`src/hdl/ypfp_div.sv`:
```
// Pipelined restoring divider, one quotient bit per stage, with overflow flag.
`default_nettype none

module ypfp_div #(
    parameter int NW = 47,
    parameter int DW = 27,
    parameter int QW = 31
) (
    input  logic          i_clk,
    input  logic          i_ce,
    input  logic [NW-1:0] i_num,
    input  logic [DW-1:0] i_den,
    output logic [QW-1:0] o_quo,
    output logic          o_ovf,
    output logic          o_rnz
);

    localparam int CW = (NW > DW + QW) ? NW : DW + QW;

    logic [NW-1:0] r_rem [QW];
    logic [QW-1:0] r_quo [QW];
    logic [DW-1:0] r_den [QW];
    logic          r_ovf [QW];

    for (genvar k = 0; k < QW; k++) begin : g_stg
        logic [NW-1:0] w_rem;
        logic [QW-1:0] w_quo;
        logic [DW-1:0] w_den;
        logic          w_ovf;
        logic [CW-1:0] w_sub;

        if (k == 0) begin : g_first
            assign w_rem = i_num;
            assign w_quo = '0;
            assign w_den = i_den;
            // quotient would not fit in QW bits
            assign w_ovf = CW'(i_num) >= (CW'(i_den) << QW);
        end else begin : g_next
            assign w_rem = r_rem[k-1];
            assign w_quo = r_quo[k-1];
            assign w_den = r_den[k-1];
            assign w_ovf = r_ovf[k-1];
        end

        assign w_sub = CW'(w_den) << (QW - 1 - k);

        always_ff @(posedge i_clk) begin
            if (i_ce) begin
                r_den[k] <= w_den;
                r_ovf[k] <= w_ovf;
                if (CW'(w_rem) >= w_sub) begin
                    r_rem[k] <= NW'(CW'(w_rem) - w_sub);
                    r_quo[k] <= w_quo | (QW'(1) << (QW - 1 - k));
                end else begin
                    r_rem[k] <= w_rem;
                    r_quo[k] <= w_quo;
                end
            end
        end
    end

    assign o_quo = r_quo[QW-1];
    assign o_ovf = r_ovf[QW-1];
    assign o_rnz = |r_rem[QW-1];

endmodule

`default_nettype wire

```
`config.mk`:
```
export PLATFORM = sky130hd
export DESIGN_NAME = ypfp_div
export DESIGN_NICKNAME = d
export VERILOG_FILES = /design/src/hdl/ypfp_div.sv
export SDC_FILE = /design/constraint.sdc
export NUM_CORES = 2
export LEC_CHECK = 0
export BUFFER_PORTS_ARGS = -buffer_cell sky130_fd_sc_hd__clkbuf_2
export CAP_MARGIN = 20
export CORE_MARGIN = 2
export CORE_UTILIZATION = 45
export DETAILED_ROUTE_END_ITERATION = 12
export PLACE_DENSITY = 0.58
export SLEW_MARGIN = 0
export SYNTH_ARGS = -nofsm -noshare
export SYNTH_HDL_FRONTEND = slang
export SYNTH_SLANG_ARGS = --single-unit
```
`constraint.sdc`:
```
create_clock -name i_clk -period 5.3 [get_ports i_clk]
set_input_delay 0.53 -clock i_clk [delete_from_list [all_inputs] [get_ports i_clk]]
set_output_delay 0.53 -clock i_clk [all_outputs]
set_load 0.05 [all_outputs]
```
==> results.ini <==
[placed_design]
place_congestion = 0.9304
portBuffers = 108
dp_hpwl_mm = 288.3
placedCellCount = 15590
dp_slack_ps = 586.4

[drt]
drcViolationCount = 0
post_drt_wl_per_cell_um = 23.31
antenna_left = 0
wl_mm = 378.6
detailroute.via_count = 91170
first_pass_iters = 6
drt_iter0_markers = 8152
vias_per_cell = 5.613

[clock_tree]
clock_latency_ps = 930
clk_path_buf_depth = 4
cts_resized = 0
numCtsBuffers = 314
path_clk_slew_ps = 70
clock_sink_count = 2794
post_cts_buffers = 0
ctsRootBufferMaster = clkbuf_16
tritoncts = built
hold_buffers = 71
h-tree-depth = 5

[sta]
worst_pin_slew_ps = 1124
grt_setup_unrepaired = false
hold_viol = 0
skew_ps = 65.59
setup_viol = 0
timing.hold.ws_ps = 70.50
max-slew-margin-rel_pct = 24.46
fin_crit_sh_pct = 93.03
drv_slew = 0
finalSetupTns_ps = 0
clock.fmax_mhz = 202.8
worst_slack_ps = 369.3
final.min_clock_period_ps = 4931

[synthesis]
synth_nets = 12420
ys_warn_count = 0
synth-edff-count = 2794
synth_most_common_cell = edfxtp_1
syn_inst = 11510
yosysTopAreaCellShare_pct = 59.92
synth.distinct_cells = 89
async_flop_share_pct = 0
ys.flop_type = edfxtp_1
synth_commonest_cells = edfxtp_1, inv_1, nand2_1
yosysSeqAreaShare_pct = 59.92
synth_area_mm2 = 0.1400
syn_area_per_cell_um2 = 12.16
synth_seq_cells = 2794
synth_area_leader_cell = edfxtp_1
netlist_top_cells_area = edfxtp_1, ha_1, xnor2_1

[floorplanning]
die_h_um = 561.8
die-area_mm2 = 0.3157
io_pins = 109
fp.dieW_um = 561.8
initial_core_util_pct = 45.26
rows = 204
core_region_area_mm2 = 0.3094

[setup_path]
path_cells = ha_1 > nor2b_1 > o31a_1 > o311ai_1 > a21o_1 > o31ai_1 > a21oi_1 > nor3_1 > a2111oi_2 > buf_4 > mux2_2
critPathKind = flop to flop
crit_slowest_cell = a2111oi_2
critPathLaunchType = flop
timing.rr.start = r_rem[1][15]
worstPathArrival_ps = 5580
endpoint_kind = flop
rrSetupSlack_ps = 370
cp_max_fo = 45
slowest_delay_ps = 860
critPathBufInv = 1
r2r_cells = 11
crit_family = compound AO/OA/AOI/OAI gates
worst_ep_required_time_ps = 5950
reg2reg_to = r_rem[1][73]

[worst_hold_path]
holdPathEnd = r_rem[0][32]
hold_depth = 2
hp-class = input pin to flop
min_from = i_num[32]

[grt]
grt.total_usage_pct = 23.52
antenna_found_initial = 10
overflow = 0
grt_pass1_wl_mm = 564.0
grt_pass1_vias = 88570
grt_max_degree = 180

[power]
p_per_area_mw_per_mm2 = 527.5
intPower_w = 0.05407
ir_drop_mv = 0.2998
comb_power_share_pct = 32.8
switching_share_pct = 34.74
pwr-share-clk_pct = 26.7
p_seq_share_pct = 40.5
p_switching_w = 0.02878
leakagePower_nw = 60.20

[finish]
fill_cells = 26910
drive_above_1_share_pct = 8.205
regArea_mm2 = 0.08390
area.growth.synth_to_final_pct = 12.18
finalNetCount = 12770
utilization_pct = 50.78
multiInputGateArea_mm2 = 0.05153
final_cells = 16240

[run]
drv_cap = 0

[status]
run_status = finished clean

cells in the final DEF (no fill, tap or decap), types with 59 or more instances in the layout:
cell type      count
o21bai_1         104
nand3_1          163
xor2_1           390
nor3_1           219
a211oi_1          63
nor4_1           198
buf_4             91
nand2_1          910
or3_1             74
ha_1             798
a21oi_1          729
o21ai_0          767
a21o_1           354
inv_1           1013
clkbuf_2         107
clkinv_1          59
xnor2_1          445
o21a_1           102
mux2_2           197
edfxtp_1        2794
nand2b_1         110
clkbuf_16        319
a31oi_1           71
nor2b_1          121
and3_1            66
nand4_1          157
dlygate4sd3_1     71
nor2_1           607
worst register-to-register path: stages (launching register included):
cell	delay [ps]
edfxtp_1	400
ha_1	390
nor2b_1	180
o31a_1	280
o311ai_1	560
a21o_1	270
o31ai_1	210
a21oi_1	340
nor3_1	190
a2111oi_2	860
buf_4	560
mux2_2	420
sequential cells by signal, indices dropped and copies added, names as in the netlist:
register	count
r_rem	1457
r_ovf	31
r_quo	496
r_den	810
layout make-up:
| cell class | count | share of cell area, % |
|---|---|---|
| antenna | 7 | 0.01115 |
| clock buffer | 371 | 5.206 |
| clock inverter | 200 | 1.429 |
| inverter | 1014 | 2.423 |
| multi-input combinational | 7451 | 32.81 |
| sequential | 2794 | 53.41 |
| tap | 4120 | 3.282 |
| timing repair buffer | 285 | 1.433 |
metrics by stage:
stage                     total power, W  area (um2)
after floorplan                  0.05177      140000
after global placement           0.06056      145800
after detailed placement         0.06072      145900
after CTS                        0.08330      157000
after global routing             0.08754      157100
final                            0.08286      157100
per-layer routing:
| metal | routed length, um | vias up | global-route usage (%) | part of all wire [%] |
|---|---|---|---|---|
| li1 | - | 43430 | - | - |
| met2 | 177600 | 2452 | 38.67 | 47 |
| met1 | 171600 | 44740 | 33.16 | 45 |
| met4 | 11410 | 0 | 6.788 | 3.0 |
| met5 | 0 | - | 0 | 0 |
| met3 | 17980 | 541 | 2.253 | 4.7 |
kinds of logic (layout without fill, tap and decap cells):
group | after synthesis | after routing | share of synthesized area, %
AO/OA/AOI/OAI | 2627 | 2627 | 11.68
AND/OR/NAND/NOR | 2918 | 2918 | 10.26
multiplexers | 242 | 242 | 1.921
other | 0 | 7 | 0
buffers and inverters | 1267 | 1870 | 3.425
XOR/XNOR | 835 | 835 | 5.223
adder cells (fa/ha/maj) | 829 | 829 | 7.574
flip-flops | 2794 | 2794 | 59.92
worst max-delay path by stage:
stage	end	from	depth (start not counted)	slack (ps)
2_1_floorplan	r_quo[1][374]	i_ce	5	1110
6_report	r_rem[1][73]	r_rem[1][15]	11	370
4_1_cts	r_rem[1][73]	r_rem[1][13]	13	550
3_3_place_gp	r_rem[1][73]	r_rem[1][15]	11	680
3_5_place_dp	r_rem[1][73]	r_rem[1][15]	11	590
5_1_grt	r_rem[1][73]	r_rem[1][13]	13	130
power by group through the flow:
stage	registers, W	logic [W]	clock network, W
CTS	0.0336	0.0270	0.0227
finish	0.0335	0.0272	0.0222
detailed placement	0.0340	0.0267	0
floorplan	0.0318	0.0199	0
global placement	0.0340	0.0265	0
global route	0.0339	0.0301	0.0235
(Power assumes the default switching activity.)
